**src/sv/stb_pkg.sv**
```systemverilog
// Shared constants, codes and handshake types for the software timer bank.
// No dependencies; imported by the controller, the datapath and the top level.
package stb_pkg;

    localparam int NUM_TIMERS = 16;
    localparam int MAX_EXPIRE = 10;
    localparam int IDX_W      = (NUM_TIMERS > 1) ? $clog2(NUM_TIMERS) : 1;
    localparam int EXP_W      = $clog2(MAX_EXPIRE + 1);

    localparam logic [15:0] TPS_RESET = 16'd100;

    // command codes
    localparam logic [2:0] ACT_START_TICKS = 3'd0;
    localparam logic [2:0] ACT_START_SECS  = 3'd1;
    localparam logic [2:0] ACT_STOP        = 3'd2;
    localparam logic [2:0] ACT_RESET       = 3'd3;
    localparam logic [2:0] ACT_RUN         = 3'd4;
    localparam logic [2:0] ACT_QUERY       = 3'd5;

    // result kinds
    localparam logic [1:0] KIND_STATUS = 2'd0;
    localparam logic [1:0] KIND_EVENT  = 2'd1;
    localparam logic [1:0] KIND_FIN    = 2'd2;

    typedef struct packed {
        logic load;       // capture the incoming word
        logic mul;        // form seconds * tick rate
        logic exec;       // apply a slot command and post its status
        logic scan_step;  // process one slot of a run
        logic fin;        // post the run-finished word
    } stb_cmd_t;

    typedef struct packed {
        logic [2:0] in_action;  // action field of the word on the input
        logic       out_free;   // output register can take a word this cycle
        logic       scan_emit;  // current slot expires and needs the output
        logic       scan_last;  // current slot is the last one
    } stb_stat_t;

endpackage

```
**src/sv/stb_ctrl.sv**
```systemverilog
// Sequencing state machine of the timer bank: accepts a word, steps the
// datapath through multiply, execute or the slot scan. Depends on stb_pkg.
module stb_ctrl
    import stb_pkg::*;
(
    input  logic      clk,
    input  logic      rst_n,
    input  logic      s_tvalid,
    output logic      s_tready,
    input  stb_stat_t stat,
    output stb_cmd_t  cmd
);

    localparam logic [2:0] ST_IDLE = 3'd0;
    localparam logic [2:0] ST_MUL  = 3'd1;
    localparam logic [2:0] ST_EXEC = 3'd2;
    localparam logic [2:0] ST_SCAN = 3'd3;
    localparam logic [2:0] ST_FIN  = 3'd4;

    logic [2:0] state_reg;
    logic [2:0] state_next;

    always_comb
    begin
        state_next = state_reg;
        cmd        = '0;
        s_tready   = 1'b0;
        unique case (state_reg)
            ST_IDLE:
            begin
                s_tready = 1'b1;
                if (s_tvalid)
                begin
                    cmd.load = 1'b1;
                    if (stat.in_action == ACT_RUN)
                        state_next = ST_SCAN;
                    else if (stat.in_action == ACT_START_SECS)
                        state_next = ST_MUL;
                    else
                        state_next = ST_EXEC;
                end
            end
            ST_MUL:
            begin
                cmd.mul    = 1'b1;
                state_next = ST_EXEC;
            end
            ST_EXEC:
            begin
                if (stat.out_free)
                begin
                    cmd.exec   = 1'b1;
                    state_next = ST_IDLE;
                end
            end
            ST_SCAN:
            begin
                // hold on an expiring slot until the output register frees up
                if (!stat.scan_emit || stat.out_free)
                begin
                    cmd.scan_step = 1'b1;
                    if (stat.scan_last)
                        state_next = ST_FIN;
                end
            end
            ST_FIN:
            begin
                if (stat.out_free)
                begin
                    cmd.fin    = 1'b1;
                    state_next = ST_IDLE;
                end
            end
            default:
            begin
                state_next = ST_IDLE;
            end
        endcase
    end

    always_ff @(posedge clk or negedge rst_n)
    begin
        if (!rst_n)
            state_reg <= ST_IDLE;
        else
            state_reg <= state_next;
    end

endmodule

```
**src/sv/stb_dp.sv**
```systemverilog
// Datapath of the timer bank: slot state, command registers, multiplier,
// scan counters and the output register. Depends on stb_pkg.
module stb_dp
    import stb_pkg::*;
(
    input  logic        clk,
    input  logic        rst_n,
    input  logic        cfg_wr_en,
    input  logic [15:0] cfg_wr_data,
    input  logic [71:0] s_tdata,    // action, timer_slot, tick_count, seconds, owner_task, new_id
    input  stb_cmd_t    cmd,
    output stb_stat_t   stat,
    output logic        m_tvalid,
    input  logic        m_tready,
    output logic [55:0] m_tdata,    // event_task, event_id, ticks_left, is_running, has_expired
    output logic [1:0]  m_tuser,    // kind
    output logic        m_tlast     // last
);

    logic [15:0]      tps_reg;
    logic [31:0]      rem_reg [NUM_TIMERS];
    logic [7:0]       own_reg [NUM_TIMERS];
    logic [7:0]       id_reg  [NUM_TIMERS];
    logic [NUM_TIMERS-1:0] run_reg;
    logic [NUM_TIMERS-1:0] exp_reg;

    logic [2:0]  act_reg;
    logic [3:0]  slot_reg;
    logic [31:0] ticks_reg;
    logic [15:0] secs_reg;
    logic [7:0]  task_reg;
    logic [7:0]  nid_reg;
    logic [31:0] prod_reg;

    logic [IDX_W-1:0] idx_reg;
    logic [EXP_W-1:0] ecnt_reg;

    logic        out_valid_reg;
    logic [1:0]  out_kind_reg;
    logic [7:0]  out_task_reg;
    logic [7:0]  out_id_reg;
    logic [31:0] out_left_reg;
    logic        out_run_reg;
    logic        out_exp_reg;
    logic        out_last_reg;

    // single read/write address: scan index during a run, else the command slot
    logic [IDX_W-1:0] addr;
    logic [31:0] rem_cur;
    logic        run_cur;
    logic        exp_cur;
    logic [7:0]  own_cur;
    logic [7:0]  id_cur;
    logic        slot_ok;
    logic        due;
    logic        scan_emit;

    logic        wr_en;
    logic [31:0] wr_rem;
    logic        wr_run;
    logic        wr_exp;
    logic [7:0]  wr_own;
    logic [7:0]  wr_id;

    logic        out_load;
    logic [1:0]  out_kind_next;
    logic [7:0]  out_task_next;
    logic [7:0]  out_id_next;
    logic [31:0] out_left_next;
    logic        out_run_next;
    logic        out_exp_next;
    logic        out_last_next;

    assign addr    = (act_reg == ACT_RUN) ? idx_reg : IDX_W'(slot_reg);
    assign rem_cur = rem_reg[addr];
    assign run_cur = run_reg[addr];
    assign exp_cur = exp_reg[addr];
    assign own_cur = own_reg[addr];
    assign id_cur  = id_reg[addr];
    assign slot_ok = (9'(slot_reg) < 9'(NUM_TIMERS));

    assign due       = !(ticks_reg < rem_cur);
    assign scan_emit = run_cur && due && (ecnt_reg < EXP_W'(MAX_EXPIRE));

    assign stat.in_action = s_tdata[2:0];
    assign stat.out_free  = !out_valid_reg || m_tready;
    assign stat.scan_emit = scan_emit;
    assign stat.scan_last = (idx_reg == IDX_W'(NUM_TIMERS - 1));

    always_comb
    begin
        wr_en         = 1'b0;
        wr_rem        = rem_cur;
        wr_run        = run_cur;
        wr_exp        = exp_cur;
        wr_own        = own_cur;
        wr_id         = id_cur;
        out_load      = 1'b0;
        out_kind_next = KIND_STATUS;
        out_task_next = '0;
        out_id_next   = '0;
        out_left_next = '0;
        out_run_next  = 1'b0;
        out_exp_next  = 1'b0;
        out_last_next = 1'b1;

        if (cmd.exec)
        begin
            case (act_reg)
                ACT_START_TICKS:
                begin
                    wr_rem = ticks_reg;
                    wr_own = task_reg;
                    wr_run = 1'b1;
                end
                ACT_START_SECS:
                begin
                    wr_rem = prod_reg;
                    wr_own = task_reg;
                    wr_run = 1'b1;
                end
                ACT_STOP:
                begin
                    wr_run = 1'b0;
                end
                ACT_RESET:
                begin
                    wr_run = 1'b0;
                    wr_exp = 1'b0;
                    wr_rem = '0;
                    wr_id  = nid_reg;
                end
                default:
                begin
                end
            endcase
            wr_en    = slot_ok;
            out_load = 1'b1;
            if (slot_ok)
            begin
                out_task_next = wr_own;
                out_id_next   = wr_id;
                out_left_next = wr_rem;
                out_run_next  = wr_run;
                out_exp_next  = wr_exp;
            end
        end
        else if (cmd.scan_step)
        begin
            wr_en = run_cur;
            if (!due)
                wr_rem = rem_cur - ticks_reg;
            else if (!scan_emit)
                wr_rem = 32'd1;  // postpone to the next run
            else
            begin
                wr_rem        = '0;
                wr_run        = 1'b0;
                wr_exp        = 1'b1;
                out_load      = 1'b1;
                out_kind_next = KIND_EVENT;
                out_task_next = own_cur;
                out_id_next   = id_cur;
                out_exp_next  = 1'b1;
                out_last_next = 1'b0;
            end
        end
        else if (cmd.fin)
        begin
            out_load      = 1'b1;
            out_kind_next = KIND_FIN;
        end
    end

    always_ff @(posedge clk or negedge rst_n)
    begin
        if (!rst_n)
        begin
            tps_reg <= TPS_RESET;
            run_reg <= '0;
            exp_reg <= '0;
            for (int i = 0; i < NUM_TIMERS; i++)
            begin
                rem_reg[i] <= '0;
                own_reg[i] <= '0;
                id_reg[i]  <= '0;
            end
        end
        else
        begin
            if (cfg_wr_en)
                tps_reg <= cfg_wr_data;
            if (wr_en)
            begin
                rem_reg[addr] <= wr_rem;
                run_reg[addr] <= wr_run;
                exp_reg[addr] <= wr_exp;
                own_reg[addr] <= wr_own;
                id_reg[addr]  <= wr_id;
            end
        end
    end

    always_ff @(posedge clk or negedge rst_n)
    begin
        if (!rst_n)
        begin
            act_reg  <= ACT_QUERY;
            idx_reg  <= '0;
            ecnt_reg <= '0;
        end
        else
        begin
            if (cmd.load)
            begin
                act_reg  <= s_tdata[2:0];
                idx_reg  <= '0;
                ecnt_reg <= '0;
            end
            else if (cmd.scan_step)
            begin
                idx_reg <= idx_reg + 1'b1;
                if (scan_emit)
                    ecnt_reg <= ecnt_reg + 1'b1;
            end
        end
    end

    always_ff @(posedge clk)
    begin
        if (cmd.load)
        begin
            slot_reg  <= s_tdata[6:3];
            ticks_reg <= s_tdata[38:7];
            secs_reg  <= s_tdata[54:39];
            task_reg  <= s_tdata[62:55];
            nid_reg   <= s_tdata[70:63];
        end
        if (cmd.mul)
            prod_reg <= 32'(secs_reg) * 32'(tps_reg);
    end

    always_ff @(posedge clk or negedge rst_n)
    begin
        if (!rst_n)
            out_valid_reg <= 1'b0;
        else if (out_load)
            out_valid_reg <= 1'b1;
        else if (m_tready)
            out_valid_reg <= 1'b0;
    end

    always_ff @(posedge clk)
    begin
        if (out_load)
        begin
            out_kind_reg <= out_kind_next;
            out_task_reg <= out_task_next;
            out_id_reg   <= out_id_next;
            out_left_reg <= out_left_next;
            out_run_reg  <= out_run_next;
            out_exp_reg  <= out_exp_next;
            out_last_reg <= out_last_next;
        end
    end

    assign m_tvalid = out_valid_reg;
    assign m_tdata  = {6'd0, out_exp_reg, out_run_reg, out_left_reg, out_id_reg, out_task_reg};
    assign m_tuser  = out_kind_reg;
    assign m_tlast  = out_last_reg;

    a_ecnt_bound: assert property (@(posedge clk) disable iff (!rst_n)
        ecnt_reg <= EXP_W'(MAX_EXPIRE))
        else $error("expire count past limit");

    a_emit_loads: assert property (@(posedge clk) disable iff (!rst_n)
        (cmd.scan_step && scan_emit) |=> (out_valid_reg && out_kind_reg == KIND_EVENT))
        else $error("timeout event not posted");

    a_event_shape: assert property (@(posedge clk) disable iff (!rst_n)
        (out_valid_reg && out_kind_reg == KIND_EVENT) |->
            (out_left_reg == 32'd0 && !out_run_reg && out_exp_reg && !out_last_reg))
        else $error("malformed timeout event");

    a_no_overwrite: assert property (@(posedge clk) disable iff (!rst_n)
        (out_valid_reg && !m_tready) |-> !out_load)
        else $error("output register overwritten while stalled");

endmodule

```
**src/sv/software_timer_bank_unit.sv**
```systemverilog
// Software timer bank: 16 countdown slots driven by streamed commands.
// A slot command's status word is loaded into the output register from the execute state once
// that register is free; start-in-seconds goes through the 16x16 multiplier state first.
// A new word is accepted only in idle, after the previous command or run is done; a run visits
// one slot per cycle, holding on an expiring slot while the output register is not free.
// Reset clears all slots at once; the tick-rate register resets to 100.
module software_timer_bank_unit
    import stb_pkg::*;
(
    input  logic        clk,
    input  logic        rst_n,
    input  logic        cfg_wr_en,
    input  logic [15:0] cfg_wr_data,
    input  logic        s_tvalid,
    output logic        s_tready,
    input  logic [71:0] s_tdata,    // action, timer_slot, tick_count, seconds, owner_task, new_id
    output logic        m_tvalid,
    input  logic        m_tready,
    output logic [55:0] m_tdata,    // event_task, event_id, ticks_left, is_running, has_expired
    output logic [1:0]  m_tuser,    // kind
    output logic        m_tlast     // last
);

    stb_cmd_t  cmd;
    stb_stat_t stat;

    stb_ctrl u_ctrl (
        .clk      (clk),
        .rst_n    (rst_n),
        .s_tvalid (s_tvalid),
        .s_tready (s_tready),
        .stat     (stat),
        .cmd      (cmd)
    );

    stb_dp u_dp (
        .clk         (clk),
        .rst_n       (rst_n),
        .cfg_wr_en   (cfg_wr_en),
        .cfg_wr_data (cfg_wr_data),
        .s_tdata     (s_tdata),
        .cmd         (cmd),
        .stat        (stat),
        .m_tvalid    (m_tvalid),
        .m_tready    (m_tready),
        .m_tdata     (m_tdata),
        .m_tuser     (m_tuser),
        .m_tlast     (m_tlast)
    );

endmodule
```
**config.mk**
```make
export PLATFORM = sky130hd
export DESIGN_NAME = software_timer_bank_unit
export DESIGN_NICKNAME = d
export VERILOG_FILES = /design/src/sv/stb_pkg.sv /design/src/sv/stb_ctrl.sv /design/src/sv/stb_dp.sv /design/src/sv/software_timer_bank_unit.sv
export SDC_FILE = /design/constraint.sdc
export NUM_CORES = 2
export LEC_CHECK = 0
export BUFFER_PORTS_ARGS = -buffer_cell sky130_fd_sc_hd__buf_2
export CAP_MARGIN = 20
export CORE_MARGIN = 3
export CORE_UTILIZATION = 35
export CTS_BUF_LIST = sky130_fd_sc_hd__clkbuf_4 sky130_fd_sc_hd__clkbuf_8 sky130_fd_sc_hd__clkbuf_16
export CTS_CLUSTER_SIZE = 24
export DETAILED_ROUTE_END_ITERATION = 7
export GPL_ROUTABILITY_DRIVEN = 0
export GPL_TIMING_DRIVEN = 0
export PLACE_DENSITY = 0.57
export SYNTH_ARGS = -nofsm -noshare
export SYNTH_HDL_FRONTEND = slang
export SYNTH_HIERARCHICAL = 1
export SYNTH_SLANG_ARGS = --single-unit
```
**constraint.sdc**
```tcl
create_clock -name clk -period 11.3 [get_ports clk]
set_input_delay 0.565 -clock clk [delete_from_list [all_inputs] [get_ports clk]]
set_output_delay 0.565 -clock clk [all_outputs]
set_load 0.02 [all_outputs]
```
== Yosys cells after proc, flatten, opt, wreduce, memory -nomap -nowiden ==
Cells that the tools add are included.

* Register bits: 984
* Output and inout port bits: 61

* Multipliers: 1
* Equality and inequality tests: 15
* Order comparisons: 6
* Reduce and logical (&&, ||, !) cells: 20
* $add $sub $neg: 3
* Mux-type cells: 89
* Bitwise gates (word level): 2

{| class="wikitable"
|+ Operators by type and width
! cell !! count
|-
| $bwmux W512 || 1
|-
| $bwmux W128 || 2
|-
| $mux W32 || 6
|-
| $mux W8 || 17
|-
| $bmux W32 S4 || 1
|-
| $demux W32 S4 || 1
|-
| $pmux W32 S3 || 1
|-
| $bmux W8 S4 || 2
|-
| $mux W1 || 35
|-
| $bwmux W16 || 2
|-
| $demux W8 S4 || 1
|-
| $lt A32 B32 Y1 || 1
|-
| $mul A16 B16 Y32 || 1
|-
| $sub A32 B32 Y32 || 1
|-
| $mux W4 || 6
|-
| $eq A3 B2 Y1 const B || 4
|-
| $mux W3 || 4
|-
| $pmux W3 S4 || 1
|-
| $mux W2 || 5
|-
| $eq A3 B1 Y1 const B || 3
|-
| $eq A3 B3 Y1 const B || 3
|-
| $add A4 B1 Y4 const B || 2
|-
| $bmux W1 S4 || 2
|-
| $logic_not A3 Y1 || 2
|-
| 20 further kinds || 32
|}

== Depth between registers and ports, before layout ==
* Word-level depth: 17
* Gate-level depth with buffers: 32
* Mapped depth without buffers: 23

== Modules after synthesis ==
The synthesis kept the hierarchy.

{| class="wikitable"
|+ By module, submodules not included
! module !! seq. area each (µm²) !! cells each !! area an instance (µm²) !! instances
|-
| stb_dp || 25320.5 || 5413 || 54164.4 || 1
|-
| stb_ctrl || 75.1 || 25 || 231.5 || 1
|}

== Worst setup path before layout ==
Ideal clock, no wire load.

* Path type: register to register
* Start point: register u_dp.act_reg[2]
* End point: register u_dp.out_last_reg (netlist: u_dp/m_tlast), enable pin
* Path slack: 4.303 ns
* Library setup time: 0.412 ns
* Stages on the path, launching flop included: 28
* Data arrival time: 6.584 ns
* Required time: 10.888 ns
* Cells stage by stage: dfstp_2 -> or3b_1 -> buf_6 -> a21oi_4 -> buf_6 -> buf_6 -> buf_6 -> buf_4 -> mux2i_1 -> o22ai_1 -> nor4_2 -> inv_1 -> ha_1 -> clkbuf_1 -> nand4_1 -> nor4_1 -> a2111o_1 -> o31ai_1 -> nor2_1 -> a211oi_1 -> buf_4 -> nand2b_1 -> and4b_1 -> clkbuf_1 -> inv_1 -> a2111oi_2 -> a21oi_1 -> nand2_1

{| class="wikitable"
|+ RTL lines
! what !! RTL line !! RTL
|-
| start: declaration || stb_dp.sv:27 || <nowiki>logic [2:0] act_reg;</nowiki>
|-
| start signal: assignment || stb_dp.sv:216 || <nowiki>act_reg <= s_tdata[2:0];</nowiki>
|-
| end signal: assignment || stb_dp.sv:263 || <nowiki>out_last_reg <= out_last_next;</nowiki>
|-
| end: declaration || stb_dp.sv:45 || <nowiki>logic out_last_reg;</nowiki>
|}

==> impl_metrics.py <==
metrics = {
    "yosys": {
        "yosys-top-cells-count": "a21oi_1, nor2_1, dfrtp_1",
        "synth_warnings": 6,
        "synthesis.area_um2": 54400,
        "synthArstFlopShare": 0.845,
        "synth_top_area_share": 0.380,
        "synth_edf_count": 153,
        "yosysTopAreaCell": "dfrtp_1",
        "ys_types": 98,
        "synth_area_leaders": "dfrtp_1, a21oi_1, edfxtp_1",
        "ys_seq_elements": 984,
        "ys_seq_area_frac": 0.467,
        "ys.flop_type": "dfrtp_1",
        "syn_avg_cell_area_um2": 10.0,
        "synth_most_common_cell": "a21oi_1",
        "netlist_instances": 5438,
    },
    "floorplan": {
        "boundaryPins": 154,
        "dieHeight_um": 400,
        "core-area_um2": 154000,
        "die-area_um2": 160000,
        "initial_core_util": 0.353,
        "rows": 144,
        "chipWidth_um": 400,
    },
    "clocking": {
        "cts_made_buffers": 109,
        "path_clk_slew_ps": 60,
        "h-tree-depth": 3,
        "clock-root-buffer": "clkbuf_16",
        "tritoncts": "yes",
        "post_cts_buffers": 0,
        "clk_latency_ps": 750,
        "clock_sinks": 984,
        "clk_path_buf_depth": 3,
    },
    "finish": {
        "area_growth_pct": 14.9,
        "nNetsFinal": 6209,
        "drive_gt1_frac": 0.142,
        "fin_util": 0.405,
        "largest_register_ffs": 512,
    },
    "timing": {
        "fin_skew_ps": 41.2,
        "fin_crit_ps": 10580,
        "drv_slew": 0,
        "fmax_mhz": 94.6,
        "whs_ps": 41.7,
        "relSlewSlack": 0.198,
        "period_share": 0.936,
        "grt_setup_unrepaired": "false",
        "worst_slew_pin_slew_ps": 1190,
        "setup_ws_ps": 724,
        "finalHoldViolations": 0,
        "setup_viol": 0,
        "tns_ps": 0,
    },
    "critical_path": {
        "crit_type": "flip-flop to flip-flop",
        "critPathMostFrequentCell": "clkbuf_1",
        "start_kind": "flip-flop",
        "cp_slowest_cell": "nor4_2",
        "crit_path_max_incr_delay_ps": 970,
        "required_ps": 11900,
        "end_kind": "flip-flop",
        "cp.arrival_ps": 11170,
        "cp_max_fo": 10,
    },
    "global_routing": {
        "antenna_found_initial": 6,
        "grt_max_degree": 122,
        "grt-ovfl-total": 0,
        "grt_pass1_wl_um": 290000,
        "grt_usage": 0.239,
        "grt_pass1_vias": 43500,
    },
    "hold_path": {
        "hold_class": "primary input to flip-flop",
    },
    "run_status": {
        "status": "completed",
    },
    "route": {
        "routed_wirelength_um": 196000,
        "route.vias.total": 44100,
        "first_pass_iters": 8,
        "drtIter0Drc": 4722,
        "detail-route-antenna-nets": 0,
        "via_per_inst": 5.57,
        "wl_per_cell_um": 24.7,
        "route.detailed.drc": 0,
    },
    "placement": {
        "dpl_worst_slack_ps": 1270,
        "portBuffers": 145,
        "dpl.hpwl_um": 146000,
    },
    "job": {
        "drv_cap": 0,
    },
}
## through the flow
step           area, um^2  std cells
2_1_floorplan       54400       5443
3_3_place_gp        57700       7632
3_5_place_dp        58100       7649
4_1_cts             62500       7913
5_1_grt             62500       7917
6_report            62500       7918
## final cells by class
type | count | area, um^2
fill | 15200 | 91700
multi-input combinational | 3729 | 25700
sequential | 984 | 25400
clock buffer | 145 | 3160
tap | 2044 | 2560
buffer | 425 | 2190
timing repair buffer | 229 | 1740
inverter | 305 | 1140
clock inverter | 56 | 602
antenna | 1 | 2.50
## kinds of logic (layout without fill, tap and decap cells)
logic type / after synthesis / after routing / share of synthesized area
DFF: 984 / 984 / 0.467
muxes: 306 / 306 / 0.0791
xor gates and xnor gates: 58 / 58 / 0.00934
adders and majority gates: 333 / 333 / 0.104
buffers and inverters: 730 / 1160 / 0.0613
AOI/OAI and AO/OA: 1356 / 1356 / 0.147
other: 1 / 7 / 0.0000689
and+or+nand+nor: 1670 / 1670 / 0.133
## cells in the final DEF (no fill, tap or decap), types with 24 or more instances in the layout
| cell type | netlist | layout |
|---|---|---|
| fa_1 | 195 | 195 |
| clkbuf_1 | 179 | 179 |
| a21o_1 | 45 | 45 |
| nand2b_1 | 47 | 47 |
| dlygate4sd3_1 | 0 | 63 |
| clkbuf_16 | 0 | 111 |
| o21ai_1 | 24 | 24 |
| xnor2_1 | 39 | 39 |
| and2_1 | 128 | 127 |
| mux2i_1 | 184 | 184 |
| dfrtp_1 | 826 | 826 |
| a221oi_2 | 25 | 25 |
| buf_2 | 174 | 321 |
| nand2_1 | 395 | 394 |
| buf_6 | 26 | 29 |
| ha_1 | 138 | 138 |
| mux4_2 | 96 | 96 |
| edfxtp_1 | 153 | 153 |
| o21ai_0 | 61 | 61 |
| a21oi_1 | 951 | 951 |
| o22ai_1 | 69 | 69 |
| buf_4 | 33 | 35 |
| nor2_1 | 941 | 941 |
| inv_1 | 305 | 305 |
| nor3_1 | 26 | 26 |
| a31oi_1 | 41 | 41 |
## worst max-delay path, delay by kind of cell (launching register included)
family	cells	cell delay (ps)
and+or+nand+nor	13	4280
muxes	1	350
DFF	1	590
adders and majority gates	1	320
AOI/OAI and AO/OA	5	1800
buffers and inverters	9	3050
## repair_timing
| item | CTS | global route |
|---|---|---|
| gates resized for setup | 0 | 0 |
| hold buffers | 63 | 0 |
| endpoints found under the hold margin | 126 | 0 |
## routing by layer
metal / vias up / wire length [um] / part of all wire / global-route usage
li1: 19200 / - / - / -
met1: 22400 / 81900 / 0.42 / 0.327
met2: 2126 / 87200 / 0.45 / 0.367
met3: 416 / 18100 / 0.092 / 0.0538
met4: 6 / 8670 / 0.044 / 0.0987
met5: - / 40 / 0.00020 / 0
## worst paths after layout
check | startpoint | end | slack (ps) | cells after the start
max | u_dp/act_reg[2] | u_dp/rem_reg[238] | 720 | 29
min reg2reg | u_dp/id_reg[75] | u_dp/id_reg[75] | 520 | 2
min | s_tdata[11] | u_dp/ticks_reg[4] | 40 | 1
min in group asynchronous | rst_n | u_dp/rem_reg[200] | 410 | 2
max in group asynchronous | rst_n | u_dp/own_reg[0] | 8740 | 5
max reg2reg | u_dp/act_reg[2] | u_dp/rem_reg[238] | 720 | 29
Power is left out: the tool's default activity adds up to more than one toggle a clock period on the data nets, which glitch-free logic cannot reach.
